File: src/rtl/core/bpfs_pkg.sv
package bpfs_pkg;

  localparam int unsigned COUNT_W    = 14;
  localparam int unsigned TEMP_W     = 11;
  localparam int unsigned PRESS_W    = 21;
  localparam int unsigned OUT_PRESS_W = 32;
  localparam int unsigned OUT_TEMP_W = 15;
  localparam int unsigned APB_DATA_W = 32;
  localparam int unsigned APB_ADDR_W = 4;

  // Magnitude of the pressure product needs 35 bits; one quotient bit per step.
  localparam int unsigned DIV_STEPS  = 35;
  localparam int unsigned DIV_CNT_W  = $clog2(DIV_STEPS);

  localparam logic [COUNT_W-1:0] OUT_MIN_RST   = 14'd1638;
  localparam logic [COUNT_W-1:0] OUT_MAX_RST   = 14'd14745;
  localparam logic [PRESS_W-1:0] PRESS_MIN_RST = 21'd0;
  localparam logic [PRESS_W-1:0] PRESS_MAX_RST = 21'd1000000;

  // count * 20000 / 2047 by reciprocal: ceil(2^37 / 2047), exact for inputs below 2^26
  localparam logic [25:0] TEMP_SCALE  = 26'd20000;
  localparam logic [26:0] TEMP_RECIP  = 27'd67141649;
  localparam int unsigned TEMP_SHIFT  = 37;
  localparam logic signed [15:0] TEMP_OFFSET = 16'sd5000;

  localparam logic [1:0] FRAME_OK    = 2'd0;
  localparam logic [1:0] FRAME_STALE = 2'd2;

  typedef enum logic [1:0] {
    REG_OUT_MIN   = 2'd0,
    REG_OUT_MAX   = 2'd1,
    REG_PRESS_MIN = 2'd2,
    REG_PRESS_MAX = 2'd3
  } reg_idx_t;

  typedef enum logic [2:0] {
    ST_IDLE,
    ST_MUL,
    ST_PREP,
    ST_DIV,
    ST_FIN,
    ST_OUT
  } state_t;

  typedef struct packed {
    logic [COUNT_W-1:0] out_min;
    logic [COUNT_W-1:0] out_max;
    logic [PRESS_W-1:0] press_min;
    logic [PRESS_W-1:0] press_max;
  } cfg_t;

  typedef struct packed {
    logic accept;
    logic mul;
    logic prep;
    logic div_step;
    logic fin;
    logic load_out;
  } cmd_t;

  typedef struct packed {
    logic need_scale;
    logic den_zero;
    logic out_free;
  } dp_status_t;

endpackage

File: src/rtl/core/bpfs_if.sv
interface bpfs_in_if;
  import bpfs_pkg::*;

  logic        valid;
  logic        ready;
  logic        func;
  logic        read_ok;
  logic [31:0] frame_word;

  modport source (output valid, func, read_ok, frame_word, input ready);
  modport sink   (input valid, func, read_ok, frame_word, output ready);
endinterface

interface bpfs_out_if;
  import bpfs_pkg::*;

  logic                          valid;
  logic                          ready;
  logic                          read_accepted;
  logic                          sample_valid;
  logic signed [OUT_PRESS_W-1:0] pressure_value;
  logic signed [OUT_TEMP_W-1:0]  temperature_centi;

  modport source (output valid, read_accepted, sample_valid, pressure_value,
                  temperature_centi, input ready);
  modport sink   (input valid, read_accepted, sample_valid, pressure_value,
                  temperature_centi, output ready);
endinterface

File: src/rtl/core/bpfs_regs.sv
module bpfs_regs (
  input  logic                                clk,
  input  logic                                rst_n,
  input  logic                                psel,
  input  logic                                penable,
  input  logic                                pwrite,
  input  logic [bpfs_pkg::APB_ADDR_W-1:0]     paddr,
  input  logic [bpfs_pkg::APB_DATA_W-1:0]     pwdata,
  output logic [bpfs_pkg::APB_DATA_W-1:0]     prdata,
  output logic                                pready,
  output bpfs_pkg::cfg_t                      cfg
);
  import bpfs_pkg::*;

  cfg_t     cfg_r;
  reg_idx_t idx;
  logic     wr_en;

  assign idx    = reg_idx_t'(paddr[APB_ADDR_W-1:2]);
  assign wr_en  = psel && penable && pwrite;
  assign pready = 1'b1;
  assign cfg    = cfg_r;

  always_ff @(posedge clk) begin
    if (!rst_n) begin
      cfg_r.out_min   <= OUT_MIN_RST;
      cfg_r.out_max   <= OUT_MAX_RST;
      cfg_r.press_min <= PRESS_MIN_RST;
      cfg_r.press_max <= PRESS_MAX_RST;
    end else if (wr_en) begin
      case (idx)
        REG_OUT_MIN:   cfg_r.out_min   <= pwdata[COUNT_W-1:0];
        REG_OUT_MAX:   cfg_r.out_max   <= pwdata[COUNT_W-1:0];
        REG_PRESS_MIN: cfg_r.press_min <= pwdata[PRESS_W-1:0];
        REG_PRESS_MAX: cfg_r.press_max <= pwdata[PRESS_W-1:0];
        default: ;
      endcase
    end
  end

  always_comb begin
    case (idx)
      REG_OUT_MIN:   prdata = {{(APB_DATA_W-COUNT_W){1'b0}}, cfg_r.out_min};
      REG_OUT_MAX:   prdata = {{(APB_DATA_W-COUNT_W){1'b0}}, cfg_r.out_max};
      REG_PRESS_MIN: prdata = {{(APB_DATA_W-PRESS_W){cfg_r.press_min[PRESS_W-1]}},
                               cfg_r.press_min};
      REG_PRESS_MAX: prdata = {{(APB_DATA_W-PRESS_W){cfg_r.press_max[PRESS_W-1]}},
                               cfg_r.press_max};
      default:       prdata = '0;
    endcase
  end

endmodule

File: src/rtl/core/bpfs_ctrl.sv
module bpfs_ctrl (
  input  logic                   clk,
  input  logic                   rst_n,
  input  logic                   in_valid,
  output logic                   in_ready,
  input  bpfs_pkg::dp_status_t   status,
  output bpfs_pkg::cmd_t         cmd
);
  import bpfs_pkg::*;

  state_t               state_r, state_nxt;
  logic [DIV_CNT_W-1:0] cnt_r, cnt_nxt;
  logic                 last_step;

  assign last_step = (cnt_r == DIV_CNT_W'(DIV_STEPS - 1));

  always_ff @(posedge clk) begin
    if (!rst_n) begin
      state_r <= ST_IDLE;
      cnt_r   <= '0;
    end else begin
      state_r <= state_nxt;
      cnt_r   <= cnt_nxt;
    end
  end

  always_comb begin
    state_nxt = state_r;
    cnt_nxt   = cnt_r;
    case (state_r)
      ST_IDLE: begin
        if (in_valid) begin
          state_nxt = status.need_scale ? ST_MUL : ST_OUT;
        end
      end
      ST_MUL:  state_nxt = ST_PREP;
      ST_PREP: begin
        cnt_nxt   = '0;
        state_nxt = status.den_zero ? ST_FIN : ST_DIV;
      end
      ST_DIV: begin
        cnt_nxt = cnt_r + 1'b1;
        if (last_step) begin
          state_nxt = ST_FIN;
        end
      end
      ST_FIN:  state_nxt = ST_OUT;
      ST_OUT: begin
        if (status.out_free) begin
          state_nxt = ST_IDLE;
        end
      end
      default: state_nxt = ST_IDLE;
    endcase
  end

  always_comb begin
    cmd      = '0;
    in_ready = 1'b0;
    case (state_r)
      ST_IDLE: begin
        in_ready   = 1'b1;
        cmd.accept = in_valid;
      end
      ST_MUL:  cmd.mul      = 1'b1;
      ST_PREP: cmd.prep     = 1'b1;
      ST_DIV:  cmd.div_step = 1'b1;
      ST_FIN:  cmd.fin      = 1'b1;
      ST_OUT:  cmd.load_out = status.out_free;
      default: ;
    endcase
  end

endmodule

File: src/rtl/core/bpfs_dp.sv
module bpfs_dp (
  input  logic                                   clk,
  input  logic                                   rst_n,
  input  bpfs_pkg::cfg_t                         cfg,
  input  bpfs_pkg::cmd_t                         cmd,
  output bpfs_pkg::dp_status_t                   status,
  input  logic                                   in_func,
  input  logic                                   in_read_ok,
  input  logic [31:0]                            in_frame_word,
  output logic                                   out_valid,
  input  logic                                   out_ready,
  output logic                                   out_read_accepted,
  output logic                                   out_sample_valid,
  output logic signed [bpfs_pkg::OUT_PRESS_W-1:0] out_pressure_value,
  output logic signed [bpfs_pkg::OUT_TEMP_W-1:0]  out_temperature_centi
);
  import bpfs_pkg::*;

  // sensor state
  logic [COUNT_W-1:0] bridge_r;
  logic [TEMP_W-1:0]  temp_r;
  logic               fresh_r;

  // frame decode
  logic [1:0]         fr_status;
  logic [COUNT_W-1:0] fr_bridge;
  logic [TEMP_W-1:0]  fr_temp;
  logic               frame_good, do_read, took, fresh_after, need_scale;

  assign fr_status = in_frame_word[31:30];
  assign fr_bridge = in_frame_word[29:16];
  assign fr_temp   = in_frame_word[15:5];

  assign frame_good = in_read_ok &&
                      ((fr_status == FRAME_OK) ||
                       ((fr_status == FRAME_STALE) &&
                        ((fr_bridge != bridge_r) || (fr_temp != temp_r))));
  assign do_read     = !in_func || !fresh_r;
  assign took        = do_read && frame_good;
  assign fresh_after = fresh_r || took;
  assign need_scale  = in_func && fresh_after;

  always_ff @(posedge clk) begin
    if (!rst_n) begin
      bridge_r <= '0;
      temp_r   <= '0;
      fresh_r  <= 1'b0;
    end else if (cmd.accept) begin
      if (took) begin
        bridge_r <= fr_bridge;
        temp_r   <= fr_temp;
      end
      fresh_r <= need_scale ? 1'b0 : fresh_after;
    end
  end

  // scaling arithmetic
  logic signed [COUNT_W:0]   diff, den;
  logic signed [PRESS_W:0]   span;
  logic signed [36:0]        prod_full;
  logic signed [35:0]        prod_r, prod_neg;
  logic [25:0]               tx_r;
  logic [52:0]               tprod;
  logic signed [15:0]        tc;
  logic [34:0]               prod_mag;
  logic [COUNT_W:0]          den_neg;
  logic [COUNT_W-1:0]        den_mag;
  logic                      den_zero;

  assign diff = $signed({1'b0, bridge_r}) - $signed({1'b0, cfg.out_min});
  assign den  = $signed({1'b0, cfg.out_max}) - $signed({1'b0, cfg.out_min});
  assign span = $signed({cfg.press_max[PRESS_W-1], cfg.press_max}) -
                $signed({cfg.press_min[PRESS_W-1], cfg.press_min});
  assign prod_full = 37'(diff) * 37'(span);
  assign den_zero  = (cfg.out_max == cfg.out_min);

  assign prod_neg = -prod_r;
  assign prod_mag = prod_r[35] ? prod_neg[34:0] : prod_r[34:0];
  assign den_neg  = -den;
  assign den_mag  = den[COUNT_W] ? den_neg[COUNT_W-1:0] : den[COUNT_W-1:0];

  assign tprod = {27'd0, tx_r} * {26'd0, TEMP_RECIP};
  assign tc    = $signed(tprod[TEMP_SHIFT+15:TEMP_SHIFT]) - TEMP_OFFSET;

  // serial restoring divider on magnitudes
  logic [COUNT_W-1:0] rem_r, dsor_r;
  logic [34:0]        quo_r;
  logic               neg_r;
  logic [COUNT_W:0]   shifted, trial;
  logic               fits;

  assign shifted = {rem_r, quo_r[34]};
  assign trial   = shifted - {1'b0, dsor_r};
  assign fits    = (shifted >= {1'b0, dsor_r});

  // result assembly
  logic signed [36:0]        quo_s;
  logic signed [37:0]        sum;
  logic [6:0]                sum_hi;
  logic signed [OUT_PRESS_W-1:0] press_sat;
  logic signed [OUT_TEMP_W-1:0]  tempc_r;

  always_comb begin
    if (den_zero) begin
      quo_s = {prod_r[35], prod_r};
    end else if (neg_r) begin
      quo_s = -$signed({2'b00, quo_r});
    end else begin
      quo_s = $signed({2'b00, quo_r});
    end
    sum    = {quo_s[36], quo_s} +
             $signed({{(38-PRESS_W){cfg.press_min[PRESS_W-1]}}, cfg.press_min});
    sum_hi = sum[37:31];
    if (sum_hi == 7'h00 || sum_hi == 7'h7f) begin
      press_sat = sum[31:0];
    end else if (sum[37]) begin
      press_sat = {1'b1, {(OUT_PRESS_W-1){1'b0}}};
    end else begin
      press_sat = {1'b0, {(OUT_PRESS_W-1){1'b1}}};
    end
  end

  always_ff @(posedge clk) begin
    if (cmd.mul) begin
      prod_r <= prod_full[35:0];
      tx_r   <= {15'd0, temp_r} * TEMP_SCALE;
    end
    if (cmd.prep) begin
      quo_r   <= prod_mag;
      rem_r   <= '0;
      dsor_r  <= den_mag;
      neg_r   <= prod_r[35] ^ den[COUNT_W];
      tempc_r <= tc[OUT_TEMP_W-1:0];
    end else if (cmd.div_step) begin
      rem_r <= fits ? trial[COUNT_W-1:0] : shifted[COUNT_W-1:0];
      quo_r <= {quo_r[33:0], fits};
    end
  end

  // per-transaction result, then output register
  logic                          res_acc_r, res_valid_r;
  logic signed [OUT_PRESS_W-1:0] res_press_r;
  logic signed [OUT_TEMP_W-1:0]  res_temp_r;
  logic                          out_valid_r;

  always_ff @(posedge clk) begin
    if (cmd.accept) begin
      res_acc_r   <= took;
      res_valid_r <= 1'b0;
      res_press_r <= '0;
      res_temp_r  <= '0;
    end else if (cmd.fin) begin
      res_valid_r <= 1'b1;
      res_press_r <= press_sat;
      res_temp_r  <= tempc_r;
    end
  end

  always_ff @(posedge clk) begin
    if (!rst_n) begin
      out_valid_r <= 1'b0;
    end else if (cmd.load_out) begin
      out_valid_r <= 1'b1;
    end else if (out_ready) begin
      out_valid_r <= 1'b0;
    end
  end

  always_ff @(posedge clk) begin
    if (cmd.load_out) begin
      out_read_accepted     <= res_acc_r;
      out_sample_valid      <= res_valid_r;
      out_pressure_value    <= res_press_r;
      out_temperature_centi <= res_temp_r;
    end
  end

  assign out_valid         = out_valid_r;
  assign status.need_scale = need_scale;
  assign status.den_zero   = den_zero;
  assign status.out_free   = !out_valid_r || out_ready;

endmodule

File: src/rtl/core/bridge_pressure_frame_scaler_unit.sv
// Bridge pressure frame scaler.
// in_ch carries one transaction per sensor event: func 0 reads a 32-bit frame,
// func 1 fetches a scaled sample (reading the frame first when no fresh sample
// is held). out_ch returns exactly one result transaction per input.
// Registers are to be written over the APB port (4 bytes apart) only while idle;
// the user must keep to this, as the block itself does not enforce it.
// A transaction needing no scaling goes from acceptance to output load; a
// scaling fetch runs accept, multiply, prepare, 35 divider steps, finish and
// output load, skipping the divider when the output count span is zero.
// in_ch.ready rises again in the cycle after the result is loaded, so one
// transaction is in flight at a time. A stalled receiver holds the result in
// the output register; the block can still take the next input meanwhile and
// parks its result until the output register frees up.
// Reset (synchronous, rst_n low) clears the stored counts and fresh flag,
// loads the register defaults and empties the output register.
module bridge_pressure_frame_scaler_unit (
  input  logic                                clk,
  input  logic                                rst_n,
  bpfs_in_if.sink                             in_ch,
  bpfs_out_if.source                          out_ch,
  input  logic                                psel,
  input  logic                                penable,
  input  logic                                pwrite,
  input  logic [bpfs_pkg::APB_ADDR_W-1:0]     paddr,
  input  logic [bpfs_pkg::APB_DATA_W-1:0]     pwdata,
  output logic [bpfs_pkg::APB_DATA_W-1:0]     prdata,
  output logic                                pready
);
  import bpfs_pkg::*;

  cfg_t       cfg;
  cmd_t       cmd;
  dp_status_t status;

  bpfs_regs u_regs (
    .clk     (clk),
    .rst_n   (rst_n),
    .psel    (psel),
    .penable (penable),
    .pwrite  (pwrite),
    .paddr   (paddr),
    .pwdata  (pwdata),
    .prdata  (prdata),
    .pready  (pready),
    .cfg     (cfg)
  );

  bpfs_ctrl u_ctrl (
    .clk      (clk),
    .rst_n    (rst_n),
    .in_valid (in_ch.valid),
    .in_ready (in_ch.ready),
    .status   (status),
    .cmd      (cmd)
  );

  bpfs_dp u_dp (
    .clk                   (clk),
    .rst_n                 (rst_n),
    .cfg                   (cfg),
    .cmd                   (cmd),
    .status                (status),
    .in_func               (in_ch.func),
    .in_read_ok            (in_ch.read_ok),
    .in_frame_word         (in_ch.frame_word),
    .out_valid             (out_ch.valid),
    .out_ready             (out_ch.ready),
    .out_read_accepted     (out_ch.read_accepted),
    .out_sample_valid      (out_ch.sample_valid),
    .out_pressure_value    (out_ch.pressure_value),
    .out_temperature_centi (out_ch.temperature_centi)
  );

endmodule

File: src/flat_wrapper.sv
// flat-port wrapper written by rule: the top's interface ports become plain ports
module bridge_pressure_frame_scaler_unit_flat import bpfs_pkg::*;
  (clk, rst_n, psel, penable, pwrite, paddr, pwdata, prdata, pready, in_ch_valid, in_ch_func, in_ch_read_ok, in_ch_frame_word, in_ch_ready, out_ch_valid, out_ch_read_accepted, out_ch_sample_valid, out_ch_pressure_value, out_ch_temperature_centi, out_ch_ready);
  bpfs_in_if in_ch_i ();
  bpfs_out_if out_ch_i ();
  input  logic clk;
  input  logic rst_n;
  input  logic psel;
  input  logic penable;
  input  logic pwrite;
  input  logic [bpfs_pkg::APB_ADDR_W-1:0] paddr;
  input  logic [bpfs_pkg::APB_DATA_W-1:0] pwdata;
  output logic [bpfs_pkg::APB_DATA_W-1:0] prdata;
  output logic pready;
  input wire logic [$bits(in_ch_i.valid)-1:0] in_ch_valid;
  input wire logic [$bits(in_ch_i.func)-1:0] in_ch_func;
  input wire logic [$bits(in_ch_i.read_ok)-1:0] in_ch_read_ok;
  input wire logic [$bits(in_ch_i.frame_word)-1:0] in_ch_frame_word;
  output wire logic [$bits(in_ch_i.ready)-1:0] in_ch_ready;
  output wire logic [$bits(out_ch_i.valid)-1:0] out_ch_valid;
  output wire logic [$bits(out_ch_i.read_accepted)-1:0] out_ch_read_accepted;
  output wire logic [$bits(out_ch_i.sample_valid)-1:0] out_ch_sample_valid;
  output wire logic [$bits(out_ch_i.pressure_value)-1:0] out_ch_pressure_value;
  output wire logic [$bits(out_ch_i.temperature_centi)-1:0] out_ch_temperature_centi;
  input wire logic [$bits(out_ch_i.ready)-1:0] out_ch_ready;
  assign in_ch_i.valid = in_ch_valid;
  assign in_ch_i.func = in_ch_func;
  assign in_ch_i.read_ok = in_ch_read_ok;
  assign in_ch_i.frame_word = in_ch_frame_word;
  assign in_ch_ready = in_ch_i.ready;
  assign out_ch_valid = out_ch_i.valid;
  assign out_ch_read_accepted = out_ch_i.read_accepted;
  assign out_ch_sample_valid = out_ch_i.sample_valid;
  assign out_ch_pressure_value = out_ch_i.pressure_value;
  assign out_ch_temperature_centi = out_ch_i.temperature_centi;
  assign out_ch_i.ready = out_ch_ready;
  bridge_pressure_frame_scaler_unit u_core (.clk(clk), .rst_n(rst_n), .in_ch(in_ch_i), .out_ch(out_ch_i), .psel(psel), .penable(penable), .pwrite(pwrite), .paddr(paddr), .pwdata(pwdata), .prdata(prdata), .pready(pready));
endmodule
File: config.mk
export PLATFORM = sky130hd
export DESIGN_NAME = bridge_pressure_frame_scaler_unit_flat
export DESIGN_NICKNAME = d
export VERILOG_FILES = /design/src/rtl/core/bpfs_pkg.sv /design/src/rtl/core/bpfs_if.sv /design/src/rtl/core/bpfs_regs.sv /design/src/rtl/core/bpfs_ctrl.sv /design/src/rtl/core/bpfs_dp.sv /design/src/rtl/core/bridge_pressure_frame_scaler_unit.sv /design/src/flat_wrapper.sv
export SDC_FILE = /design/constraint.sdc
export NUM_CORES = 2
export LEC_CHECK = 0
export BUFFER_PORTS_ARGS = -buffer_cell sky130_fd_sc_hd__clkbuf_2
export CAP_MARGIN = 10
export CORE_MARGIN = 1.5
export CORE_UTILIZATION = 25
export DETAILED_ROUTE_END_ITERATION = 10
export GPL_TIMING_DRIVEN = 0
export PLACE_DENSITY_LB_ADDON = 0.12
export SYNTH_ARGS = -nofsm -noshare
export SYNTH_HDL_FRONTEND = slang
export SYNTH_SLANG_ARGS = --single-unit
File: constraint.sdc
create_clock -name clk -period 10.5 [get_ports clk]
set_input_delay 2.1 -clock clk [delete_from_list [all_inputs] [get_ports clk]]
set_output_delay 2.1 -clock clk [all_outputs]
set_load 0.005 [all_outputs]
Word-level counts from Yosys, hierarchy flattened
Index checks and enable logic that the tools add are counted.
Storage, ports and cells
  register bits after elaboration: 340
  input port bits: 77
  output and inout port bits: 84
  word-level logic and storage cells: 112
Cells by class
  $add $sub $neg: 10
  multiply operators: 3
  order comparisons: 1
  equality and inequality tests: 17
  muxes and demuxes: 27
  bitwise gates (word level): 1
  reductions and logical operators: 28
Operators with widths (count)
  32-bit one-hot mux with 4 select lines: 1
  35-bit 2-to-1 mux: 3
  37-bit 2-to-1 mux: 2
  32-bit 2-to-1 mux: 2
  21-bit by 27-bit multiplier with 47-bit output (second input constant): 1
  37-bit by 21-bit adder with 38-bit output: 1
  35-bit negation with 37-bit output: 1
  15-bit by 22-bit multiplier with 36-bit output: 1
  35-bit negation: 1
  14-bit by 14-bit subtractor with 15-bit output: 2
  14-bit 2-to-1 mux: 2
  21-bit by 21-bit subtractor with 22-bit output: 1
  11-bit by 10-bit multiplier with 21-bit output (second input constant): 1
  3-bit one-hot mux with 6 select lines: 1
  15-bit by 14-bit >= comparator with 1-bit output: 1
  3-bit 2-to-1 mux: 5
  15-bit by 14-bit subtractor with 15-bit output (second input constant): 1
  14-bit == test: 1
  14-bit != test: 1
  14-bit negation: 1
  14-bit subtractor: 1
  6-bit one-hot mux with 2 select lines: 1
  11-bit != test: 1
  1-bit 2-to-1 mux: 10
  19 further kinds: 44

Depth between registers and ports, before layout
  depth in word-level cells: 11
  depth in mapped cells: 37
  gate-level depth less buffers: 37

Cells and area by module
From an unflattened synthesis, not the netlist that was laid out.
Unflattened totals
  cell total of the unflattened synthesis: 3866
  area total of the unflattened synthesis: 36038.3 µm²
Modules (own cells, without submodules)
  bpfs_dp: times used 1, cells an instance 3468, area each 32104.5 µm², sequential area each 6946.7 µm²
  bpfs_regs: times used 1, cells an instance 325, area each 3342.0 µm², sequential area each 1401.3 µm²
  bpfs_ctrl: times used 1, cells an instance 73, area each 591.8 µm², sequential area each 180.2 µm²

Worst setup path after synthesis
Ideal clock, no wire load.
  path kind: reg-to-reg
  start point: register u_core.u_regs.cfg_r, in the netlist u_core.u_regs.cfg[21]
  end point: register u_core.u_dp.prod_r[32], data pin
  library setup time: 0.259 ns
  arrival: 8.666 ns
  data required time: 10.241 ns
  slack: 1.575 ns
  cell stages (with the launch flop): 36
  buffers on the path: 1
  period minus slack after synthesis: 8.925 ns
  cell sequence: dfxtp_1 > ha_1 > inv_1 > fa_1 > a21o_1 > a21oi_1 > o21bai_1 > a21oi_1 > o21bai_1 > a41oi_1 > a21oi_1 > a41oi_1 > nor2b_1 > xnor2_1 > clkbuf_1 > nand2_1 > fa_1 > inv_1 > fa_1 > fa_1 > fa_1 > fa_1 > inv_1 > fa_1 > inv_1 > ha_1 > a21oi_1 > o21bai_1 > or3_1 > o31ai_1 > a21oi_1 > a211oi_1 > o41a_1 > o21bai_1 > a21oi_1 > xnor2_1
Between the ends
  longest elaborated chain between the ends: 2
RTL lines
  start: declaration: line bpfs_regs.sv:15  | cfg_t cfg_r;
  21-bit by 21-bit subtractor with 22-bit output: line bpfs_dp.sv:72  | assign span = $signed({cfg.press_max[PRESS_W-1], cfg.press_max}) -
  15-bit by 22-bit multiplier with 36-bit output: line bpfs_dp.sv:74  | assign prod_full = 37'(diff) * 37'(span);
  net u_core.u_dp.prod_full[32]: line bpfs_dp.sv:60  | logic signed [36:0] prod_full;
  end signal: assignment: line bpfs_dp.sv:125  | prod_r <= prod_full[35:0];
  end: declaration: line bpfs_dp.sv:61  | logic signed [35:0] prod_r, prod_neg;
The timed path passes the listed nets, and every way through them passes these cells.
A chain may end at the register's enable or synchronous reset.

Worst setup path in the final report
  start point: register u_core.u_regs.cfg_r, in the netlist u_core.u_regs.cfg[21]
  end point: register u_core.u_dp.prod_r[35], data pin
The elaborated chain is that of the path after synthesis.

==> results.sh <==
export IMPL_cp_data_required_time_ns=10.79
export IMPL_die_h_um=376.8
export IMPL_drv_cap=0
export IMPL_postCtsHoldBufs=0
export IMPL_avgSynthCellArea_um2=9.158
export IMPL_hold_viol=0
export IMPL_finalSetupViolations=0
export IMPL_drt_total_wl_mm=116.1
export IMPL_critPathLaunch="u_core.u_regs.cfg[21]"
export IMPL_syn_nets=4609
export IMPL_vdd_drop_max_uv=348.2
export IMPL_r2r_start="u_core.u_regs.cfg[21]"
export IMPL_worst_clock_skew_ns=0.02690
export IMPL_worstSetupEndpoint="u_core.u_dp.prod_r[35]"
export IMPL_yosysWarnings=0
export IMPL_hp_start="u_core.u_dp.res_acc_r"
export IMPL_clk_path_buf_depth=3
export IMPL_ys_seq_elements=340
export IMPL_die_area_um2=142000
export IMPL_cp_common_cell="fa_1"
export IMPL_critPathKind="reg2reg"
export IMPL_period_minus_slack_ns=9.986
export IMPL_design_area_um2=39720
export IMPL_final_fill_count=14710
export IMPL_wl_per_cell_um=19.65
export IMPL_syn_inst=3814
export IMPL_netlist_area_leader_share_pct=19.60
export IMPL_synthArstFlopShare_pct=0
export IMPL_status="finished clean"
export IMPL_slew_headroom_pct=13.42
export IMPL_yosysSeqAreaShare_pct=24.42
export IMPL_drc=0
export IMPL_coreArea_um2=138000
export IMPL_antenna_found_initial=5
export IMPL_synth_area_top_cells="fa_1 (20%), edfxtp_1 (15%), ha_1 (13%)"
export IMPL_grt_pass1_wl_mm=175.0
export IMPL_syn_area_um2=34930
export IMPL_start_util_pct=25.31
export IMPL_crit_fanout=10
export IMPL_ant_nets=0
export IMPL_power_per_cell_area_nw_per_um2=333.5
export IMPL_synth_area_leader_cell="fa_1"
export IMPL_firstDrtPassIters=5
export IMPL_r2r_end="u_core.u_dp.prod_r[35]"
export IMPL_r2r_slack_ns=0.51
export IMPL_final_common_cell="inv_1"
export IMPL_first_iter_violations=1579
export IMPL_clock_fmax_mhz=100.1
export IMPL_gr_usage_all_layers_pct=16.41
export IMPL_post_route_util_pct=28.78
export IMPL_worstMarginPinSlew_ns=1.289
export IMPL_cts_sinks=340
export IMPL_ios=161
export IMPL_reg2reg_depth=35
export IMPL_synthDistinctLibCells=74
export IMPL_place_congestion=0.8361
export IMPL_clockRootBuffer="clkbuf_16"
export IMPL_p_leak_nw=17.92
export IMPL_max_stage_delay_ns=0.59
export IMPL_viasPerCell=4.490
export IMPL_multi_input_area_um2=24120
export IMPL_slowest_stage="fa_1"
export IMPL_drive_gt1_share_pct=7.694
export IMPL_synthFlopType="edfxtp_1"
export IMPL_synth_edff_count=172
export IMPL_dp_hpwl_mm=97.95
export IMPL_layout_common_cells="inv_1 (534), nand2_1 (506), ha_1 (376)"
export IMPL_slew_viol_final=0
export IMPL_clock_latency_ns=0.58
export IMPL_grt_max_degree=43
export IMPL_fin_nets=4805
export IMPL_cts_buffers=42
export IMPL_cp_arrival_ns=10.27
export IMPL_overflow=0
export IMPL_grt_pass1_vias=27210
export IMPL_cp_end_kind="flop"
export IMPL_min_period_over_period_pct=95.11
export IMPL_fin_hold_ws_ns=0.4249
export IMPL_cts_tree="yes"
export IMPL_fp_row_count=136
export IMPL_dpl_cell_area_um2=38130
export IMPL_h_tree_depth=2
export IMPL_startpoint_type="flop"
export IMPL_hp_class="reg2reg"
export IMPL_fp_dieW_um=376.8
export IMPL_area_growth_pct=13.72
export IMPL_portBuffers=139
export IMPL_seqCellArea_um2=8531
export IMPL_clk_pin_slew_worst_paths_ns=0.06
export IMPL_vias=26520
Yosys cell counts (13+ instances only):
| cell | instances |
|---|---|
| clkbuf_1 | 118 |
| fa_1 | 342 |
| xnor2_1 | 132 |
| a21oi_1 | 156 |
| and2_1 | 30 |
| or2_2 | 15 |
| o21bai_1 | 20 |
| ha_1 | 376 |
| a31oi_1 | 14 |
| mux2i_1 | 47 |
| dfxtp_1 | 168 |
| edfxtp_1 | 172 |
| nand2b_1 | 46 |
| o31ai_1 | 28 |
| o21ai_0 | 135 |
| nand4_1 | 19 |
| mux4_2 | 14 |
| nand2_1 | 506 |
| xor2_1 | 131 |
| inv_1 | 534 |
| a21o_1 | 51 |
| nor2_1 | 252 |
| or4_1 | 14 |
| nor2b_1 | 81 |
| nor3_1 | 46 |
| nor4_1 | 15 |
| o21a_1 | 14 |
| nand3_1 | 44 |
| a21boi_0 | 63 |
| o41ai_1 | 13 |
| a211oi_1 | 55 |
| or3_1 | 31 |
report_power, final:
group	internal (mW)	total [mW]	switching (mW)	leakage, nW
registers	2.07	2.30	0.234	2.96
clock network	0.813	1.41	0.597	0.636
logic	3.88	9.53	5.65	14.3
final cells by class:
cell class | instances | area share, %
sequential | 340 | 21.48
antenna | 1 | 0.006300
buffer | 134 | 1.433
clock buffer | 59 | 2.996
tap | 1863 | 5.869
timing repair buffer | 154 | 2.155
multi-input combinational | 2803 | 60.72
inverter | 535 | 5.059
clock inverter | 17 | 0.2867
per-stage QoR:
stage	std cells	total power, mW	TNS (ns)	worst slack, ns
after floorplan	3814	8.939	0	1.575
after global placement	5816	11.80	-6.284	-1.466
after detailed placement	5828	11.71	-7.208	-1.543
after CTS	5906	13.37	-0.003889	-0.003889
after global routing	5905	14.74	-0.007261	-0.007261
final	5906	13.25	0	0.5137
registers in the layout (all words and copies together), names as in the netlist, 3 cells and up:
name,count
u_core.u_dp.out_temperature_centi,15
u_core.u_dp.rem_r,14
u_core.u_ctrl.cnt_r,6
u_core.u_dp.res_temp_r,15
u_core.u_dp.prod_r,36
u_core.u_regs.cfg,70
u_core.u_dp.tempc_r,15
u_core.u_dp.bridge_r,14
u_core.u_dp.dsor_r,14
u_core.u_dp.res_press_r,32
u_core.u_dp.tx_r,21
u_core.u_dp.temp_r,11
u_core.u_dp.quo_r,35
u_core.u_dp.out_pressure_value,32
u_core.u_ctrl.state_r,3
cells by family (layout without fill, tap and decap cells):
family / after synthesis / in the layout / synth area share (%)
AO/OA/AOI/OAI: 626 / 626 / 11.53
XOR/XNOR: 263 / 263 / 6.595
adder cells (fa/ha/maj): 718 / 718 / 33.07
buffers and inverters: 671 / 899 / 7.340
flip-flops: 340 / 340 / 24.42
multiplexers: 62 / 62 / 2.282
other: 1 / 2 / 0.01074
AND/OR/NAND/NOR: 1133 / 1133 / 14.76
how the worst min path moves through the flow:
stage | end | cells after the start
after floorplan | u_core.u_dp.out_read_accepted | 0
final | u_core.u_dp.out_read_accepted | 0
after global routing | u_core.u_dp.out_read_accepted | 0
after global placement | u_core.u_dp.out_temperature_centi[2] | 0
after CTS | u_core.u_dp.out_temperature_centi[11] | 0
after detailed placement | u_core.u_dp.out_temperature_centi[11] | 0
critical path: cells and delay by family, from the launching register on:
family | cells | cell delay, ns
AOI/OAI and AO/OA | 16 | 3.60
and+or+nand+nor | 2 | 0.17
adders and majority gates | 9 | 4.19
DFF | 1 | 0.41
buffers and inverters | 5 | 0.61
xor gates and xnor gates | 3 | 0.66
routing by layer:
metal	vias to the layer above	part of all wire, %	track usage (%)
li1	13040	-	-
met1	12870	51	24.32
met2	512	43	25.09
met3	99	4.6	2.238
met4	2	2.1	3.515
met5	-	0.0060	0
repair_timing:
action / CTS / global route
setup buffers: 2 / 1
pin swaps: 1 / 1
gates resized for setup: 29 / 25
endpoints found under the setup margin: 13 / 7
Power figures use the tool's default switching activity.
